$ cat src/hdl/pisp_pkg.sv
`default_nettype none
package pisp_pkg;

   localparam int PaletteEntries = 256;
   localparam logic [31:0] PaletteBytes = 32'(PaletteEntries * 4);

   typedef enum logic [4:0] {
      PH_MAGIC, PH_TYPE1, PH_HLEN, PH_HFIELDS, PH_HSKIP, PH_TYPE2,
      PH_PLEN, PH_PFIELDS, PH_PSKIP, PH_PTYPE, PH_PDLEN, PH_PPAD1,
      PH_PWORDS, PH_PPAD2, PH_TYPE3, PH_DLEN, PH_DPAD, PH_PIXELS, PH_DROP
   } phase_type;

   localparam logic [1:0] KIND_PIXEL   = 2'd0;
   localparam logic [1:0] KIND_PALETTE = 2'd1;
   localparam logic [1:0] KIND_STATUS  = 2'd2;

   localparam logic [1:0] ST_OK          = 2'd0;
   localparam logic [1:0] ST_INVALID     = 2'd1;
   localparam logic [1:0] ST_UNSUPPORTED = 2'd2;
   localparam logic [1:0] ST_ZERODIM     = 2'd3;

   localparam logic [31:0] TYPE_HEADER_A = 32'h03;
   localparam logic [31:0] TYPE_HEADER_B = 32'h3D;
   localparam logic [31:0] TYPE_DATA     = 32'h21;
   localparam logic [31:0] PAL_DATA_LEN  = 32'd1032;
   localparam logic [31:0] MIN_HDR_LEN   = 32'd11;
   localparam logic [33:0] SEEN_MAX      = '1;

   typedef struct packed {
      logic [1:0]  out_kind;
      logic [31:0] out_data;
      logic        row_end;
      logic [1:0]  status;
      logic [2:0]  pixel_format;
      logic [15:0] image_width;
      logic [15:0] image_height;
      logic        default_palette;
      logic        last;
   } result_type;

   typedef struct packed {
      logic       valid0;
      logic       valid1;
      result_type data0;
      result_type data1;
   } push_type;

   typedef struct packed {
      logic       hit;
      logic [2:0] pix_fmt;
      logic [2:0] bpp;
   } fmt_type;

   function automatic logic [31:0] magic_word(input logic [1:0] idx);
      logic [31:0] w;
      case (idx)
         2'd0:    w = 32'h12;
         2'd1:    w = 32'h08;
         default: w = 32'h02;
      endcase
      return w;
   endfunction

   function automatic fmt_type fmt_lookup(input logic [7:0] code);
      fmt_type f;
      f = '0;
      f.hit = 1'b1;
      case (code)
         8'd3:    begin f.pix_fmt = 3'd0; f.bpp = 3'd1; end
         8'd4:    begin f.pix_fmt = 3'd1; f.bpp = 3'd2; end
         8'd5:    begin f.pix_fmt = 3'd2; f.bpp = 3'd2; end
         8'd6:    begin f.pix_fmt = 3'd3; f.bpp = 3'd3; end
         8'd7:    begin f.pix_fmt = 3'd4; f.bpp = 3'd4; end
         8'd8:    begin f.pix_fmt = 3'd5; f.bpp = 3'd4; end
         8'd18:   begin f.pix_fmt = 3'd6; f.bpp = 3'd2; end
         default: f.hit = 1'b0;
      endcase
      return f;
   endfunction

endpackage
`default_nettype wire

$ cat src/hdl/pisp_parser.sv
`default_nettype none
module pisp_parser (
   input  wire logic              clock,
   input  wire logic              reset,
   input  wire logic              accept,
   input  wire logic [7:0]        byte_value,
   input  wire logic              packet_end,
   output pisp_pkg::push_type     push
);
   import pisp_pkg::*;

   phase_type   phase_ff, phase_in;
   logic [31:0] fc_ff, fc_in, sw_ff, sw_in, hlen_ff, hlen_in, chunk_ff, chunk_in;
   logic [7:0]  fmt_ff, fmt_in;
   logic [15:0] width_ff, width_in, height_ff, height_in;
   logic [2:0]  bpp_ff, bpp_in, pixfmt_ff, pixfmt_in;
   logic [33:0] seen_ff, seen_in;
   logic [17:0] row_ff, row_in, row_len_ff;
   logic [1:0]  err_ff, err_in;
   logic        defpal_ff, defpal_in;
   logic [31:0] wh_ff;
   logic [33:0] size_ff;

   logic [31:0] fc1, sw_take;
   logic [17:0] row1;
   fmt_type     fmt_hit;
   logic        emit_v, emit_rend, ok_end;
   logic [1:0]  emit_kind, end_st;
   logic [31:0] emit_data;
   result_type  base, res_a, res_s;

   assign fc1     = fc_ff + 32'd1;
   assign sw_take = {sw_ff[23:0], byte_value};
   assign row1    = row_ff + 18'd1;
   assign fmt_hit = fmt_lookup(fmt_ff);

   always_comb begin
      phase_in = phase_ff; fc_in = fc_ff; sw_in = sw_ff; hlen_in = hlen_ff;
      chunk_in = chunk_ff; fmt_in = fmt_ff; width_in = width_ff;
      height_in = height_ff; bpp_in = bpp_ff; pixfmt_in = pixfmt_ff;
      seen_in = seen_ff; row_in = row_ff; err_in = err_ff; defpal_in = defpal_ff;
      emit_v = 1'b0; emit_kind = KIND_PIXEL; emit_data = '0; emit_rend = 1'b0;
      case (phase_ff)
         PH_MAGIC: begin
            fc_in = fc1; sw_in = sw_take;
            if (fc1[1:0] == 2'd0) begin
               if (sw_take != magic_word(fc1[3:2] - 2'd1)) begin
                  err_in = ST_INVALID; phase_in = PH_DROP;
               end else if (fc1 == 32'd16) begin
                  phase_in = PH_TYPE1; fc_in = '0; sw_in = '0;
               end else begin
                  sw_in = '0;
               end
            end
         end
         PH_TYPE1: begin
            fc_in = fc1; sw_in = sw_take;
            if (fc1 == 32'd4) begin
               if (sw_take != TYPE_HEADER_A && sw_take != TYPE_HEADER_B) begin
                  err_in = ST_INVALID; phase_in = PH_DROP;
               end else begin
                  phase_in = PH_HLEN; fc_in = '0; sw_in = '0;
               end
            end
         end
         PH_HLEN, PH_PLEN: begin
            fc_in = fc1; sw_in = sw_take;
            if (fc1 == 32'd4) begin
               hlen_in = sw_take; fc_in = '0; sw_in = '0;
               phase_in = (phase_ff == PH_HLEN) ? PH_HFIELDS : PH_PFIELDS;
            end
         end
         PH_HFIELDS: begin
            fc_in = fc1; sw_in = sw_take;
            if (fc1 == 32'd1) begin
               fmt_in = byte_value;
            end else if (fc1 == 32'd5) begin
               width_in = sw_take[15:0];
            end else if (fc1 == 32'd7) begin
               height_in = sw_take[15:0];
               if (hlen_ff < MIN_HDR_LEN) begin
                  err_in = ST_INVALID; phase_in = PH_DROP;
               end else if (!fmt_hit.hit) begin
                  err_in = ST_UNSUPPORTED; phase_in = PH_DROP;
               end else begin
                  pixfmt_in = fmt_hit.pix_fmt; bpp_in = fmt_hit.bpp;
                  if (width_ff == 16'd0 || sw_take[15:0] == 16'd0) begin
                     err_in = ST_ZERODIM; phase_in = PH_DROP;
                  end else begin
                     phase_in = PH_HSKIP; fc_in = '0; sw_in = '0;
                  end
               end
            end
         end
         PH_PFIELDS: begin
            fc_in = fc1;
            if (fc1 == 32'd7) begin
               if (hlen_ff < MIN_HDR_LEN) begin
                  err_in = ST_INVALID; phase_in = PH_DROP;
               end else begin
                  phase_in = PH_PSKIP; fc_in = '0; sw_in = '0;
               end
            end
         end
         PH_HSKIP, PH_PSKIP: begin
            fc_in = fc1;
            if (fc1 == hlen_ff - 32'd7) begin
               phase_in = (phase_ff == PH_HSKIP) ? PH_TYPE2 : PH_PTYPE;
               fc_in = '0; sw_in = '0;
            end
         end
         PH_TYPE2: begin
            fc_in = fc1; sw_in = sw_take;
            if (fc1 == 32'd4) begin
               if (pixfmt_ff == 3'd0 &&
                   (sw_take == TYPE_HEADER_A || sw_take == TYPE_HEADER_B)) begin
                  phase_in = PH_PLEN; fc_in = '0; sw_in = '0;
               end else begin
                  if (pixfmt_ff == 3'd0) defpal_in = 1'b1;
                  if (sw_take != TYPE_DATA) begin
                     err_in = ST_INVALID; phase_in = PH_DROP;
                  end else begin
                     phase_in = PH_DLEN; fc_in = '0; sw_in = '0;
                  end
               end
            end
         end
         PH_PTYPE, PH_TYPE3: begin
            fc_in = fc1; sw_in = sw_take;
            if (fc1 == 32'd4) begin
               if (sw_take != TYPE_DATA) begin
                  err_in = ST_INVALID; phase_in = PH_DROP;
               end else begin
                  phase_in = (phase_ff == PH_PTYPE) ? PH_PDLEN : PH_DLEN;
                  fc_in = '0; sw_in = '0;
               end
            end
         end
         PH_PDLEN: begin
            fc_in = fc1; sw_in = sw_take;
            if (fc1 == 32'd4) begin
               if (sw_take != PAL_DATA_LEN) begin
                  err_in = ST_INVALID; phase_in = PH_DROP;
               end else begin
                  phase_in = PH_PPAD1; fc_in = '0; sw_in = '0;
               end
            end
         end
         PH_PPAD1, PH_PPAD2, PH_DPAD: begin
            fc_in = fc1;
            if (fc1 == 32'd8) begin
               fc_in = '0; sw_in = '0;
               if (phase_ff == PH_PPAD1) begin
                  phase_in = PH_PWORDS;
               end else if (phase_ff == PH_PPAD2) begin
                  phase_in = PH_TYPE3;
               end else begin
                  phase_in = PH_PIXELS; seen_in = '0; row_in = '0;
               end
            end
         end
         PH_PWORDS: begin
            fc_in = fc1; sw_in = sw_take;
            if (fc1[1:0] == 2'd0) begin
               emit_v = 1'b1; emit_kind = KIND_PALETTE;
               emit_data = sw_take | 32'hFF00_0000;
               sw_in = '0;
            end
            if (fc1 == PaletteBytes) begin
               phase_in = PH_PPAD2; fc_in = '0; sw_in = '0;
            end
         end
         PH_DLEN: begin
            fc_in = fc1; sw_in = sw_take;
            if (fc1 == 32'd4) begin
               chunk_in = sw_take; phase_in = PH_DPAD; fc_in = '0; sw_in = '0;
            end
         end
         PH_PIXELS: begin
            if (seen_ff < size_ff) begin
               emit_v = 1'b1; emit_kind = KIND_PIXEL;
               emit_data = {24'd0, byte_value};
               if (row1 >= row_len_ff) begin
                  emit_rend = 1'b1; row_in = '0;
               end else begin
                  row_in = row1;
               end
            end
            if (seen_ff != SEEN_MAX) seen_in = seen_ff + 34'd1;
         end
         default: begin
         end
      endcase

      ok_end = (phase_in == PH_PIXELS) && (seen_in == {2'b00, chunk_in}) &&
               (seen_in >= size_ff);
      end_st = (err_in == ST_OK && !ok_end) ? ST_INVALID : err_in;

      base = '0;
      base.pixel_format    = pixfmt_in;
      base.image_width     = width_in;
      base.image_height    = height_in;
      base.default_palette = defpal_in;
      res_a = base;
      res_a.out_kind = emit_kind;
      res_a.out_data = emit_data;
      res_a.row_end  = emit_rend;
      res_a.last     = !packet_end;
      res_s = base;
      res_s.out_kind = KIND_STATUS;
      res_s.status   = end_st;
      res_s.last     = 1'b1;

      push = '0;
      if (accept) begin
         if (emit_v) begin
            push.valid0 = 1'b1; push.data0 = res_a;
            push.valid1 = packet_end; push.data1 = res_s;
         end else begin
            push.valid0 = packet_end; push.data0 = res_s;
         end
      end

      if (packet_end) begin
         phase_in = PH_MAGIC; fc_in = '0; sw_in = '0; hlen_in = '0;
         chunk_in = '0; fmt_in = '0; width_in = '0; height_in = '0;
         bpp_in = '0; pixfmt_in = '0; seen_in = '0; row_in = '0;
         err_in = ST_OK; defpal_in = 1'b0;
      end
   end

   always_ff @(posedge clock) begin
      if (reset) begin
         phase_ff <= PH_MAGIC; fc_ff <= '0; sw_ff <= '0; hlen_ff <= '0;
         chunk_ff <= '0; fmt_ff <= '0; width_ff <= '0; height_ff <= '0;
         bpp_ff <= '0; pixfmt_ff <= '0; seen_ff <= '0; row_ff <= '0;
         err_ff <= ST_OK; defpal_ff <= 1'b0;
      end else if (accept) begin
         phase_ff <= phase_in; fc_ff <= fc_in; sw_ff <= sw_in; hlen_ff <= hlen_in;
         chunk_ff <= chunk_in; fmt_ff <= fmt_in; width_ff <= width_in;
         height_ff <= height_in; bpp_ff <= bpp_in; pixfmt_ff <= pixfmt_in;
         seen_ff <= seen_in; row_ff <= row_in; err_ff <= err_in;
         defpal_ff <= defpal_in;
      end
   end

   // The image size settles long before the first pixel byte arrives.
   always_ff @(posedge clock) begin
      wh_ff      <= 32'(width_ff) * 32'(height_ff);
      size_ff    <= 34'(wh_ff) * 34'(bpp_ff);
      row_len_ff <= 18'(width_ff) * 18'(bpp_ff);
   end

endmodule
`default_nettype wire

$ cat src/hdl/pisp_out_fifo.sv
`default_nettype none
module pisp_out_fifo (
   input  wire logic                  clock,
   input  wire logic                  reset,
   input  wire pisp_pkg::push_type    push,
   input  wire logic                  pop,
   output pisp_pkg::result_type       head,
   output logic                       not_empty,
   output logic                       room
);
   import pisp_pkg::*;

   result_type  mem_ff [4];
   logic [1:0]  wp_ff, wp_in, rp_ff, rp_in;
   logic [2:0]  count_ff, count_in;
   logic [1:0]  wp_next;

   assign wp_next   = wp_ff + 2'd1;
   assign head      = mem_ff[rp_ff];
   assign not_empty = (count_ff != 3'd0);
   assign room      = (count_ff <= 3'd2);

   always_comb begin
      wp_in    = wp_ff + 2'(push.valid0) + 2'(push.valid1);
      rp_in    = rp_ff + 2'(pop);
      count_in = count_ff + 3'(push.valid0) + 3'(push.valid1) - 3'(pop);
   end

   always_ff @(posedge clock) begin
      if (push.valid0) mem_ff[wp_ff] <= push.data0;
      if (push.valid1) mem_ff[wp_next] <= push.data1;
   end

   always_ff @(posedge clock) begin
      if (reset) begin
         wp_ff <= '0; rp_ff <= '0; count_ff <= '0;
      end else begin
         wp_ff <= wp_in; rp_ff <= rp_in; count_ff <= count_in;
      end
   end

endmodule
`default_nettype wire

$ cat src/hdl/pix_image_stream_parser.sv
// Image packet parser. Packet bytes enter on the req_ channel, one per
// transfer, with req_packet_end high on the final byte. Results leave on the
// rsp_ channel: pixel bytes (with rsp_row_end on the last byte of a scanline),
// palette words with alpha forced to 0xFF, and one status result per packet.
// rsp_last marks the final result caused by one input byte.
// A byte is parsed in the cycle it is accepted and its results are registered
// in a four-entry output queue, whose head drives the rsp_ channel. One byte
// is accepted per cycle while the queue has room for two results; a byte that
// causes two results (a pixel or palette word plus the status) fills two
// queue entries, which drain one at a time.
// When the receiver stalls, the queue fills and req_ready drops once fewer
// than two free entries remain; nothing is lost.
// Reset returns the parser to the magic search and empties the queue. After
// every status result the parser state returns to its reset values as well.
// The image size product is computed in two registered multiply stages that
// finish while the chunk headers are still arriving.
`default_nettype none
module pix_image_stream_parser (
   input  wire logic        clock,
   input  wire logic        reset,
   input  wire logic        req_valid,
   output logic             req_ready,
   input  wire logic [7:0]  req_byte_value,
   input  wire logic        req_packet_end,
   output logic             rsp_valid,
   input  wire logic        rsp_ready,
   output logic [1:0]       rsp_out_kind,
   output logic [31:0]      rsp_out_data,
   output logic             rsp_row_end,
   output logic [1:0]       rsp_status,
   output logic [2:0]       rsp_pixel_format,
   output logic [15:0]      rsp_image_width,
   output logic [15:0]      rsp_image_height,
   output logic             rsp_default_palette,
   output logic             rsp_last
);
   import pisp_pkg::*;

   push_type   push;
   result_type head;
   logic       room;
   logic       accept;

   assign req_ready = room;
   assign accept    = req_valid && room;

   pisp_parser u_parser (
      .clock      (clock),
      .reset      (reset),
      .accept     (accept),
      .byte_value (req_byte_value),
      .packet_end (req_packet_end),
      .push       (push)
   );

   pisp_out_fifo u_fifo (
      .clock     (clock),
      .reset     (reset),
      .push      (push),
      .pop       (rsp_valid && rsp_ready),
      .head      (head),
      .not_empty (rsp_valid),
      .room      (room)
   );

   assign rsp_out_kind        = head.out_kind;
   assign rsp_out_data        = head.out_data;
   assign rsp_row_end         = head.row_end;
   assign rsp_status          = head.status;
   assign rsp_pixel_format    = head.pixel_format;
   assign rsp_image_width     = head.image_width;
   assign rsp_image_height    = head.image_height;
   assign rsp_default_palette = head.default_palette;
   assign rsp_last            = head.last;

endmodule
`default_nettype wire

$ cat config.mk
export PLATFORM = sky130hd
export DESIGN_NAME = pix_image_stream_parser
export DESIGN_NICKNAME = d
export VERILOG_FILES = /design/src/hdl/pisp_pkg.sv /design/src/hdl/pisp_parser.sv /design/src/hdl/pisp_out_fifo.sv /design/src/hdl/pix_image_stream_parser.sv
export SDC_FILE = /design/constraint.sdc
export NUM_CORES = 2
export LEC_CHECK = 0
export ABC_CLOCK_PERIOD_IN_PS = 9250
export BUFFER_PORTS_ARGS = -buffer_cell sky130_fd_sc_hd__buf_2
export CORE_ASPECT_RATIO = 1.4
export CORE_MARGIN = 10
export CORE_UTILIZATION = 30
export DETAILED_ROUTE_END_ITERATION = 12
export SETUP_SLACK_MARGIN = 0.3
export SYNTH_ARGS = -nofsm -noshare
export SYNTH_HDL_FRONTEND = slang
export SYNTH_SLANG_ARGS = --single-unit
export TNS_END_PERCENT = 10
$ cat constraint.sdc
create_clock -name clock -period 9.25 [get_ports clock]
set_input_delay 1.3875 -clock clock [delete_from_list [all_inputs] [get_ports clock]]
set_output_delay 1.3875 -clock clock [all_outputs]
set_load 0.05 [all_outputs]
==> impl_results.md <==
* Max H-tree Level at 3
* Crit-path max FO at 19
* Total power at 6.56 mW
* Cells after Synth at 4537
* Pin count of the biggest net entering global routing at 85
* Met3 usage at 2.04%
* First-pass GRT wire length at 202 mm
* Clock sinks at 585
* Later-pin clock latency in the skew report at 0.65 ns
* Adder-Cell Fraction of Synth Area at 19.2%
* Complex-gate fraction of the synthesized area at 13.5%
* Slew Viols, Final at 0
* Iteration-0 DRC Markers at 2520
* Grt peak-use layer: met2
* Dpl ws at 2.06 ns
* Post-route clock skew at 0.0275 ns
* Initial Util at 30.1%
* Setup ws final at 2.06 ns
* Global Route Usage Sum at 16.7%
* Vias in the first global route at 33700
* Largest stage delay, worst path at 0.71 ns
* Die area at 154000 sq um
* Share of layout cells above drive strength 1 at 9.38%
* Post-synth cell types at 88
* Status: finished, final reports clean
* Max-Cap Viols at 0
* Pwr dens at 143 nW/um^2
* WP data arrival at 7.56 ns
* Most common cell after layout, fill and taps aside: nor2_1
* Simple-gate share of the synthesized area at 18.5%
* Port bufs at 88
* CTS Root Cell: clkbuf_16
* GRT overflow at 0
* Leak at 18.5 nW
* RSZ-0062 raised after global routing: no
* Total CTS buffers at 66
* HPWL Detailed at 95.8 mm
* Slew HR at 16.0%
* Wirelength, routed at 131 mm
* Nature of the critical path endpoint: register
* Peak supply drop at 0.141 mV
* Slew @ Worst Pin at 1.25 ns
* Avg Inst Size Synth at 9.13 sq um
* Hold-fix buffers at CTS at 0
* Post-Synth XOR/XNOR Area at 4.50%
* Number of placement rows at 161
* DR vias at 33500
* Met2 usage at 29.8%
* Chip Width at 334 um
* DR WL/cell at 20.7 um
* Residual DRC count at 0
* Fin. Hold Viols at 0
* CTS tree: done
* Final setup TNS at 0 ns
* Minimum clock period at 7.19 ns
* FMAX at 139 MHz
* Area Overhead vs Synth at 10.5%
* Commonest non-fill, non-tap cells in the layout: nor2_1, nand2_1, dfxtp_1
* Element type at the critical path start: register
* Layout net count at 4972
* Final worst path period share at 77.8%
* Hold Path Class: reg2reg
* Synth top area share at 20.5%
* Initial antenna violation count at 3
* Synthesized Nets at 5041
* Register area at 13300 sq um
* Syn. warnings at 0
* I/O pin cnt at 89
* Gpl congestion at 0.923
* Critical path class: reg2reg
* Post-synth top area cell: dfxtp_1
* Via-per-instance ratio at 5.31
* Main area contributors after synthesis: dfxtp_1, fa_1, edfxtp_1
* Core Region at 137000 sq um
* Post-CTS setup buffers at 0
* Die H at 460 um
* Post-synth EDFFs at 160
* Setup-failing EPs final at 0
* Crit path cell chain: ha_1, nand3_1, or4_1, or3_1, and4_1, nand3_1, nor4_4, buf_4, nor2_1, a22o_1, ha_1, a21o_1, a21o_1, a221oi_1, o21ai_0, nand2_1, o211ai_1, a21oi_1, a211o_1, a31oi_1, o21ai_0, a2111oi_0, and4_1, nor2_1
* Synthesized area at 41400 sq um
* Clock slew at reported path FFs at 0.07 ns
* M1 GR Usage at 19.0%
* Fillers at 14200
* Flops & latches, synth at 585
* Ys async rst share at 0%
* CTS max path bufs at 3
* Main combinational cell family by area after synthesis: adder cells
* Post-synthesis sequential area ratio at 32.1%
* Slowest stage cell, crit path: nor2_1
* CP required at 9.62 ns
* Mux contribution to synthesized area at 5.57%
* Multi-input gate area at 25500 sq um
* Cts repair resizes at 0
* Post-synth top flop: dfxtp_1
* 1st-pass router iterations at 7
* Post-DRT Antenna Nets at 0
* Final hold slack at 0.454 ns
cells by family (layout without fill, tap and decap cells):
kind of cell / count (synthesis) / after routing
compound gates: 798 / 798
xor+xnor: 208 / 208
fa+ha+maj: 491 / 491
buf+inv: 704 / 686
flops: 585 / 585
mux: 142 / 142
other cells: 0 / 1
simple gates: 1609 / 1609
sequential cells by signal (all words and copies together) (netlist names):
signal and count:
u_fifo.mem_ff 268, u_parser.seen_ff 34, u_parser.size_ff 34, u_parser.chunk_ff 32
u_parser.fc_ff 32, u_parser.hlen_ff 32, u_parser.wh_ff 32, u_parser.sw_ff 24
u_parser.row_ff 18, u_parser.row_len_ff 18, u_parser.height_ff 16, u_parser.width_ff 16
u_parser.fmt_ff 8, u_parser.phase_ff 5, u_fifo.count_ff 3, u_parser.bpp_ff 3
u_parser.pixfmt_ff 3, u_fifo.rp_ff 2, u_fifo.wp_ff 2, u_parser.err_ff 2
u_parser.defpal_ff 1
synth_stat cells (15+ instances only):
master      n
nand2_1   433
buf_1      20
a31oi_1    17
a21oi_1   165
nand3b_1   17
dfxtp_1   425
or3_1      27
a22o_1    103
nand4_1    65
and2_1    141
inv_1     404
xnor2_1   123
mux2_2     33
and3_1     26
xor2_1     82
o31ai_1    16
clkbuf_1  246
nor2_1    546
a311oi_1   16
buf_2      22
ha_1      248
mux4_2     67
nand3_1    75
nor4_1     42
a211oi_1   15
a22oi_1   148
nand2b_1   31
fa_1      243
nor2b_1    33
edfxtp_1  160
a21o_1     68
and4_1     18
nor3_1     73
o21bai_1   15
or4_1      22
mux2i_1    41
o21ai_0   100
per-stage QoR:
stage	utilization, %	cells	cell area (sq um)
finish	33.3	6313	45800
detailed placement	31.7	6193	43600
floorplan	-	4537	41400
global route	33.3	6313	45800
global placement	31.7	6193	43600
CTS	33.3	6312	45800
layer usage:
metal	vias to the layer above	routed length, um	share of wire, %
met5	-	0	0
met4	0	8240	6.3
met3	312	5750	4.4
met2	1007	66300	51
met1	16700	50600	39
li1	15500	-	-
layout make-up:
class                      count  area share, %
inverter                     404           3.31
tap                         1793           4.90
antenna                        1        0.00547
clock inverter                28          0.678
multi-input combinational   3248           55.7
sequential                   585           29.1
clock buffer                  91           4.11
timing repair buffer         163           2.21
worst paths after layout:
path	start	endpoint	slack (ns)	depth (start not counted)
worst max-delay path	u_parser.fc_ff[1]	u_fifo.mem_ff[0][37]	2.06	24
worst max register to register	u_parser.fc_ff[1]	u_fifo.mem_ff[0][37]	2.06	24
worst min register to register	u_fifo.mem_ff[1][71]	u_fifo.mem_ff[1][71]	0.45	1
worst min-delay path	u_fifo.mem_ff[1][71]	u_fifo.mem_ff[1][71]	0.45	1
worst max-delay path: cells and delay by family, from the launching register on:
kind / cells / cell delay [ns]
DFF: 1 / 0.53
adders and majority gates: 2 / 0.85
AOI/OAI and AO/OA: 11 / 2.02
buffers and inverters: 1 / 0.22
and+or+nand+nor: 10 / 3.28
where the power goes:
group          leakage (nW)  total [mW]  internal, mW  switching, mW
Combinational          12.4        1.14         0.290          0.854
Sequential             5.02        2.74          2.68         0.0629
Clock                  1.05        2.68          1.51           1.17
(Power assumes the default switching activity.)
